===== src/hdl/chimp_pkg.sv =====
// Shared types, constants and bit-scan helpers for the Chimp128 float encoder.
// No dependencies.
package chimp_pkg;

    localparam int DEF_HASH_BITS = 14;
    localparam int RING_DEPTH    = 128;
    localparam int RING_AW       = 7;
    localparam int EPOCH_BITS    = 8;
    localparam int OQ_DEPTH      = 8;
    localparam int OQ_AW         = 3;

    localparam logic [EPOCH_BITS-1:0] EPOCH_MAX  = '1;
    localparam logic [6:0]            NONE_LEAD  = 7'd65;
    localparam logic [6:0]            STRIP_MIN  = 7'd7;

    localparam logic [2:0] FLAG_RING_NEW   = 3'd1;
    localparam logic [2:0] FLAG_RING_REUSE = 3'd2;
    localparam logic [2:0] FLAG_NEW        = 3'd3;
    localparam logic [2:0] FLAG_STRIP      = 3'd5;
    localparam logic [2:0] FLAG_REUSE      = 3'd6;

    localparam logic [6:0] LEAD_TAB [8] = '{7'd0, 7'd8, 7'd12, 7'd16,
                                            7'd18, 7'd20, 7'd22, 7'd24};

    typedef struct packed {
        logic [63:0] value;
        logic        start_req;
    } in_t;

    typedef struct packed {
        logic [63:0] chunk;
        logic [6:0]  chunk_len;
        logic        last;
    } out_t;

    typedef struct packed {
        logic [EPOCH_BITS-1:0] epoch;
        logic                  vld;
        logic [RING_AW-1:0]    slot;
    } map_entry_t;

    function automatic logic [6:0] clz64(input logic [63:0] x);
        logic [63:0] t;
        logic [6:0]  n;
        begin
            t = x;
            n = 7'd0;
            if (t[63:32] == 32'd0) begin n = n + 7'd32; t = t << 32; end
            if (t[63:48] == 16'd0) begin n = n + 7'd16; t = t << 16; end
            if (t[63:56] == 8'd0)  begin n = n + 7'd8;  t = t << 8;  end
            if (t[63:60] == 4'd0)  begin n = n + 7'd4;  t = t << 4;  end
            if (t[63:62] == 2'd0)  begin n = n + 7'd2;  t = t << 2;  end
            if (t[63] == 1'b0)     begin n = n + 7'd1;  end
            if (x == 64'd0) n = 7'd64;
            return n;
        end
    endfunction

    function automatic logic [6:0] ctz64(input logic [63:0] x);
        logic [63:0] t;
        logic [6:0]  n;
        begin
            t = x;
            n = 7'd0;
            if (t[31:0] == 32'd0) begin n = n + 7'd32; t = t >> 32; end
            if (t[15:0] == 16'd0) begin n = n + 7'd16; t = t >> 16; end
            if (t[7:0] == 8'd0)   begin n = n + 7'd8;  t = t >> 8;  end
            if (t[3:0] == 4'd0)   begin n = n + 7'd4;  t = t >> 4;  end
            if (t[1:0] == 2'd0)   begin n = n + 7'd2;  t = t >> 2;  end
            if (t[0] == 1'b0)     begin n = n + 7'd1;  end
            if (x == 64'd0) n = 7'd64;
            return n;
        end
    endfunction

    function automatic logic [2:0] round_code(input logic [6:0] clz);
        logic [2:0] code;
        begin
            code = 3'd0;
            for (int k = 1; k < 8; k++) begin
                if (LEAD_TAB[k] <= clz) code = 3'(k);
            end
            return code;
        end
    endfunction

    function automatic logic [63:0] mask_low(input logic [63:0] d, input logic [6:0] len);
        logic [63:0] m;
        begin
            m = (len >= 7'd64) ? '1 : ((64'd1 << len) - 64'd1);
            return d & m;
        end
    endfunction

endpackage


===== src/hdl/chimp_oq.sv =====
// Chunk queue; takes one or two chunks per push, gives one per cycle unless stalled.
// Depends on chimp_pkg.
module chimp_oq (
    input  logic                        clk,
    input  logic                        rst_n,
    input  logic                        push_en,
    input  logic                        push_two,
    input  chimp_pkg::out_t             push_a,
    input  chimp_pkg::out_t             push_b,
    output chimp_pkg::out_t             result,
    output logic                        result_valid,
    input  logic                        result_stall,
    output logic [chimp_pkg::OQ_AW:0]   count
);
    import chimp_pkg::*;

    out_t             q_mem [OQ_DEPTH];
    logic [OQ_AW-1:0] wr_ptr_reg, wr_ptr_next;
    logic [OQ_AW-1:0] rd_ptr_reg, rd_ptr_next;
    logic [OQ_AW:0]   count_reg, count_next;
    logic [OQ_AW:0]   push_n;
    logic             pop;

    assign result_valid = (count_reg != '0);
    assign result       = q_mem[rd_ptr_reg];
    assign pop          = result_valid && !result_stall;
    assign count        = count_reg;

    always_comb
    begin
        push_n      = push_en ? (push_two ? (OQ_AW+1)'(2) : (OQ_AW+1)'(1)) : '0;
        wr_ptr_next = wr_ptr_reg + push_n[OQ_AW-1:0];
        rd_ptr_next = rd_ptr_reg + OQ_AW'(pop);
        count_next  = count_reg + push_n - (OQ_AW+1)'(pop);
    end

    always_ff @(posedge clk or negedge rst_n)
    begin
        if (!rst_n)
        begin
            wr_ptr_reg <= '0;
            rd_ptr_reg <= '0;
            count_reg  <= '0;
        end
        else
        begin
            wr_ptr_reg <= wr_ptr_next;
            rd_ptr_reg <= rd_ptr_next;
            count_reg  <= count_next;
        end
    end

    always_ff @(posedge clk)
    begin
        if (push_en)
        begin
            q_mem[wr_ptr_reg] <= push_a;
            if (push_two)
                q_mem[wr_ptr_reg + OQ_AW'(1)] <= push_b;
        end
    end

endmodule


===== config.mk =====
export PLATFORM = sky130hd
export DESIGN_NAME = chimp_oq
export DESIGN_NICKNAME = d
export VERILOG_FILES = /design/src/hdl/chimp_pkg.sv /design/src/hdl/chimp_oq.sv
export SDC_FILE = /design/constraint.sdc
export NUM_CORES = 1
export LEC_CHECK = 0
export BUFFER_PORTS_ARGS = -buffer_cell sky130_fd_sc_hd__buf_2
export CAP_MARGIN = 15
export CELL_PAD_IN_SITES_DETAIL_PLACEMENT = 0
export CELL_PAD_IN_SITES_GLOBAL_PLACEMENT = 2
export CORE_MARGIN = 2
export CORE_UTILIZATION = 30
export DETAILED_ROUTE_END_ITERATION = 12
export PLACE_DENSITY = 0.54
export SETUP_SLACK_MARGIN = 0.15
export SYNTH_ARGS = -nofsm -noshare
export SYNTH_HDL_FRONTEND = slang
export SYNTH_SLANG_ARGS = --single-unit

===== constraint.sdc =====
create_clock -name clk -period 20.3 [get_ports clk]
set_input_delay 2.03 -clock clk [delete_from_list [all_inputs] [get_ports clk]]
set_output_delay 2.03 -clock clk [all_outputs]
set_load 0.02 [all_outputs]

==> run metrics, run 1 <==
run status completed; Reg2Reg Setup Slack 16020 ps; nets@finish 1931; Die X 316 µm; Initial Utilization 30.3%; Crit Path Max Fanout 41; Clock Skew 32.8 ps; Max-Cap Viols 0; DRC violations left 0; RSZ-0062 raised after global routing no; cts bufs inserted 73; Root Buffer clkbuf_16; asr flop ratio synth 1.71%; post-cts sizing count 0; yosys warns 0; critical-path cell list buf_4, buf_4, mux4_2, mux2_2, buf_2; Peak VDD IR 0.128 mV; first-pass detailed-route iteration total 4; DR vias 15793; most numerous cell in the Yosys netlist edfxtp_1; CP max-delay cell dfrtp_4; setup TNS 0 ps; final core utilization 35.4%; crit path kind reg2out; clk_lat worst skew 640 ps; initial antenna violation count 26; routed len/inst 28.4 µm; PD cells 144 nW/µm²; Final min period 6340 ps; endpoints failing setup 0; grt total ovfl 0; post-synthesis mux area share 36.9%; WP data arrival 4310 ps; Routed WL 88.3 mm; slew of the pin with the lowest slew margin 1150 ps; post-synth top area share 59.1%; Die Area 100000 µm²; io pins 226; post-synthesis adder-cell area fraction 0.479%; Synth Register Bits 586; share of post-route cells with drive strength above 1 63.4%; f_max 0.158 GHz; Slew headroom 23.5%; Final Cycle Share 31.2%; top cells by count, synth edfxtp_1, mux2_2, mux4_2; Total GRT Usage 17.7%; CP top delay family buffers and inverters; placer congestion estimate 0.698; port bufs 225; type of origin of the critical path flip-flop; max reg flops 576; drt initial violations 874; Req. time, crit path 18270 ps; Syn Std Cell Area 29300 µm²; synthesis-to-finish area growth 16.9%; total power 4.94 mW; CTS tree built; Worst-path clk slew 50 ps; FF-to-FF path depth 5; Worst Path Buf+Inv 3; Post-CTS Setup Inserts 0; WHS Path Cells 1; Crit Reg-Reg Startpoint wr_ptr_reg[0]; Core Rows 114; Sink Count 586; Synth Area in Compound Gates 0.231%; prevailing post-synth register cell edfxtp_1; Max stage delay on crit path 860 ps; Area contributors post-synth edfxtp_1, mux2_2, mux4_2; Post-DRT Antenna Nets 0; syn nets 1693; largest net degree at the start of global routing 59; critical path endpoint category primary output; Gate Count Post-Synth 1534; worst hold path endpoint count[0]; Core Box Area 96700 µm²; register area share after synthesis 59.9%; max-slew violations 0; maximum clock path buffer count 3; XOR/XNOR Fraction of Synth Area 0.239%; Synth Area in Simple Gates 0.449%; Final HPWL DP 46.8 mm; reg-to-reg endpoint q_mem[1][34]; Netlist cell types 32; Avg Inst Size Synth 19.1 µm²; Pleak 11.5 nW; first-pass GRT wire length 127 mm; vias per cell 5.08; hold-fix buffers at CTS 0; CTS H-tree lvls 3; CP most frequent cell buf_4; Synth area leader edfxtp_1; vias in the first global route 17078; die height 316 µm; Final Hold Violating Endpoints 0; hold path start count[0]; Post-synth EDFFs 576; Hold Path Class reg2reg; largest family of logic cells by synthesized area multiplexers
==> through the flow <==
stage                     hold WS (ps)  setup WS, ps  cell area (µm²)  instances
after floorplan                    477         12150            29300       1534
after global placement             540         14410            32000       2973
after detailed placement           539         14340            32000       2973
after CTS                          551         13670            34200       3103
after global routing               608         13510            34200       3104
final                              541         13960            34200       3107
==> how the worst max path moves through the flow <==
| stage | from | end | slack (ps) | depth (start not counted) |
|---|---|---|---|---|
| 6_report | rd_ptr_reg[0] | result[57] | 13960 | 5 |
| 5_1_grt | rd_ptr_reg[0] | result[69] | 13510 | 5 |
| 4_1_cts | rd_ptr_reg[0] | result[69] | 13670 | 5 |
| 3_5_place_dp | rd_ptr_reg[0] | result[69] | 14340 | 5 |
| 3_3_place_gp | rd_ptr_reg[0] | result[69] | 14410 | 5 |
| 2_1_floorplan | push_en | q_mem[0][0] | 12150 | 2 |
==> worst register-to-register path: stages, from the launching register on <==
cell and delay (ps):
dfrtp_1 750, ha_1 320, xor2_1 880, or4_4 930, buf_4 710, mux2_2 430
==> logic make-up after synthesis <==
| family | count (synthesis) |
|---|---|
| multiplexers | 792 |
| flip-flops | 586 |
| buffers and inverters | 106 |
| AND/OR/NAND/NOR | 22 |
| AO/OA/AOI/OAI | 10 |
| adder cells (fa/ha/maj) | 10 |
| XOR/XNOR | 8 |
==> cell usage in the layout (no fill, tap or decap), types with 2 or more instances in the layout <==
| cell | count |
|---|---|
| buf_2 | 225 |
| nor3_4 | 2 |
| nor2_4 | 4 |
| o22ai_4 | 2 |
| or4_4 | 2 |
| bufinv_16 | 3 |
| clkinv_2 | 5 |
| xnor2_1 | 2 |
| mux2_2 | 572 |
| inv_6 | 2 |
| clkinv_1 | 12 |
| dfrtp_4 | 3 |
| edfxtp_1 | 576 |
| o32ai_4 | 2 |
| clkbuf_16 | 77 |
| buf_4 | 37 |
| clkbuf_1 | 26 |
| nand2b_1 | 4 |
| o21ai_4 | 2 |
| clkbuf_8 | 4 |
| mux2_4 | 69 |
| inv_1 | 7 |
| mux4_2 | 144 |
| nand2_1 | 4 |
| mux2_1 | 7 |
| fa_1 | 2 |
| ha_1 | 8 |
| o21bai_4 | 2 |
| dfrtp_1 | 7 |
| diode_2 | 4 |
| xor2_1 | 6 |
==> layout make-up <==
class | count | area [µm²]
well taps | 1276 | 1600
flip-flops and latches | 586 | 17600
diodes | 4 | 10.0
clock buffers | 107 | 2080
fillers | 9114 | 62500
inverters | 7 | 26.3
clock inverters | 23 | 185
repair buffers | 262 | 1400
multi-input cells | 842 | 11400
==> power breakdown <==
group	switching (mW)	leakage (nW)	internal [mW]
logic	1.05	5.04	0.785
registers	0.139	5.37	1.70
clock network	0.517	1.10	0.745
==> routing by layer <==
| metal | GRT usage (%) | vias to the layer above | wire length, µm |
|---|---|---|---|
| met5 | 0 | - | 204 |
| met4 | 4.11 | 36 | 1770 |
| met3 | 4.40 | 155 | 4780 |
| met2 | 29.3 | 335 | 42900 |
| met1 | 23.5 | 8452 | 38600 |
| li1 | - | 6815 | - |
(Power assumes the default switching activity.)
==> run 2: changes to the inputs <==
--- a/config.mk
+++ b/config.mk
@@ -12,7 +12,7 @@
 export CORE_MARGIN = 2
 export CORE_UTILIZATION = 30
 export DETAILED_ROUTE_END_ITERATION = 12
-export PLACE_DENSITY = 0.54
+export PLACE_DENSITY = 0.56
 export SETUP_SLACK_MARGIN = 0.15
 export SYNTH_ARGS = -nofsm -noshare
 export SYNTH_HDL_FRONTEND = slang
==> constraint.sdc (replaced) <==
create_clock -name clk -period 5.83 [get_ports clk]
set_input_delay 0.583 -clock clk [delete_from_list [all_inputs] [get_ports clk]]
set_output_delay 0.583 -clock clk [all_outputs]
set_load 0.02 [all_outputs]
==> run metrics, run 2 (synthesized netlist as in run 1, its figures left out) <==
run status completed; Worst-path clk slew 60 ps (about the same); Die Area 100000 µm² (unchanged); WP data arrival 3250 ps (-1060 ps); first-pass detailed-route iteration total 5 (+1); Die X 316 µm (unchanged); critical path endpoint category primary output; Slew headroom 24.4% (+0.90 points); maximum clock path buffer count 3 (unchanged); synthesis-to-finish area growth 16.8% (about the same); crit path kind reg2out; Routed WL 86.9 mm (-1.6%); type of origin of the critical path flip-flop; Pint 11.1 mW (+240%); # fillers 9190 (+0.83%); first-pass GRT wire length 125 mm (-1.4%); Pleak 11.5 nW (-0.26%); CP startpoint rd_ptr_reg[1]; worst hold path endpoint q_mem[5][59]; Reg2Reg Setup Slack 2090 ps (-13930 ps); reg-to-reg endpoint q_mem[1][7]; post-route cell area 34200 µm² (about the same); clock power share 24.6% (-1.0 points); placed cell count 2972 (-0.034%); Post-DRT Antenna Nets 0 (unchanged); Hold Path Class in2reg; nets@finish 1930 (-0.052%); hold path start push_b[59]; f_max 0.261 GHz; endpoints failing setup 0 (unchanged); vias in the first global route 17239 (+0.94%); total power 17.0 mW (+240%); Total GRT Usage 17.4% (-0.32 points); setup TNS 0 ps (unchanged); Psw 5.92 mW (+250%); final core utilization 35.4% (about the same); WHS Path Cells 2 (+1); Req. time, crit path 5250 ps (-13020 ps); DR vias 15648 (-0.92%); commonest non-fill, non-tap cell in the layout edfxtp_1; placer congestion estimate 0.702 (+0.54%); Net Sw Frac 34.8% (+0.20 points); slack of the critical path 1990 ps (-11970 ps); Crit Path Max Fanout 64 (+56%); slew of the pin with the lowest slew margin 1130 ps (-13.5 ps); Max-Cap Viols 0 (unchanged); CTS H-tree lvls 3 (unchanged); Final min period 3840 ps; Worst Path Buf+Inv 2 (-1); RSZ-0062 raised after global routing no; port bufs 225 (unchanged); routed len/inst 28.0 µm (-1.5%); final cell count without fillers 3105 (-0.064%); Reg power frac 37.9% (+0.6 points); Clock Skew 16.2 ps (-16.6 ps); Final HPWL DP 47.3 mm (+1.2%); die height 316 µm (unchanged); critical-path cell list buf_12, mux4_2, mux2_2, buf_2; Final Cycle Share 65.8%; Final Hold Violating Endpoints 0 (unchanged); Root Buffer clkbuf_16; largest net degree at the start of global routing 65 (+10%); Sink Count 586 (unchanged); Logic pwr share 37.5% (+0.3 points); Peak VDD IR 0.319 mV (+150%); Placement Cell Area 32000 µm² (+0.21%); vias per cell 5.04 (-0.85%); Post-CTS Setup Inserts 0 (unchanged); io pins 226 (unchanged); max reg flops 576 (unchanged); max-slew violations 0 (unchanged); Reg area 17600 µm² (unchanged); initial antenna violation count 27 (+3.8%); Initial Utilization 30.3% (unchanged); final hold slack 363 ps (-179 ps); CP top delay family flip-flops; DRC violations left 0 (unchanged); Multi-input gate area 11400 µm² (unchanged); Max stage delay on crit path 1140 ps (+280 ps); cts bufs inserted 71 (-2.7%); clk_lat worst skew 630 ps (about the same); CP max-delay cell dfrtp_4; share of post-route cells with drive strength above 1 63.2% (-0.22 points); Core Box Area 96700 µm² (unchanged); PD cells 498 nW/µm² (+250%); Crit Reg-Reg Startpoint wr_ptr_reg[0]; Core Rows 114 (unchanged); most frequent cells in the layout edfxtp_1, mux2_2, buf_2; grt total ovfl 0 (unchanged); Post-Place Setup Slack 1980 ps (-12360 ps); CTS tree built; drt initial violations 884 (+1.1%); FF-to-FF path depth 5 (unchanged)
run 2: cell count changes in the layout (fill, tap and decap cells not counted):
cell,change
clkinvlp_4,+1
diode_2,-2
bufinv_16,-2
clkinv_8,+1
clkbuf_8,-1
clkbuf_1,+5
dlygate4sd3_1,+1
clkbuf_16,-3
buf_12,+6
buf_4,-6
clkinv_1,-2
run 2: worst reg2reg max path, delay by kind of cell, from the launching register on:
family	cells	cell delay, ps
and+or+nand+nor	1	780
buffers and inverters	1	400
muxes	1	410
DFF	1	730
xor gates and xnor gates	1	850
adders and majority gates	1	310
run 2: routing by layer:
metal / share of wire (%) / global-route usage (%) / vias up
li1: - / - / 6822
met1: 44 / 22.7 / 8348
met2: 50 / 29.8 / 327
met3: 4.9 / 3.81 / 123
met4: 1.4 / 3.49 / 28
met5: 0.18 / 0 / -
run 2: worst max path at each step:
stage / to / depth (start not counted)
floorplan: q_mem[6][0] / 3
global placement: q_mem[5][57] / 5
detailed placement: q_mem[5][57] / 5
CTS: result[0] / 4
global route: result[0] / 4
finish: result[0] / 4
run 2: power by group through the flow:
stage / Clock, mW / Sequential [mW] / Combinational [mW]
after floorplan: 0 / 6.28 / 4.38
after global placement: 0 / 6.53 / 6.54
after detailed placement: 0 / 6.57 / 6.57
after CTS: 4.35 / 6.48 / 6.60
after global routing: 4.49 / 6.55 / 6.84
final: 4.19 / 6.45 / 6.39
run 2: layout make-up:
type | count | share of cell area [%]
Inverter | 7 | 0.0768
Clock buffer | 108 | 5.88
Timing Repair Buffer | 263 | 4.35
Sequential cell | 586 | 51.3
Multi-Input combinational cell | 842 | 33.2
Tap cell | 1276 | 4.67
Antenna cell | 2 | 0.0146
Clock inverter | 21 | 0.413
run 2: timing repair:
item / 4_1_cts / 5_1_grt
hold buffers: 1 / 0
resized for setup: 0 / 0
endpoints found under the hold margin: 10 / 0
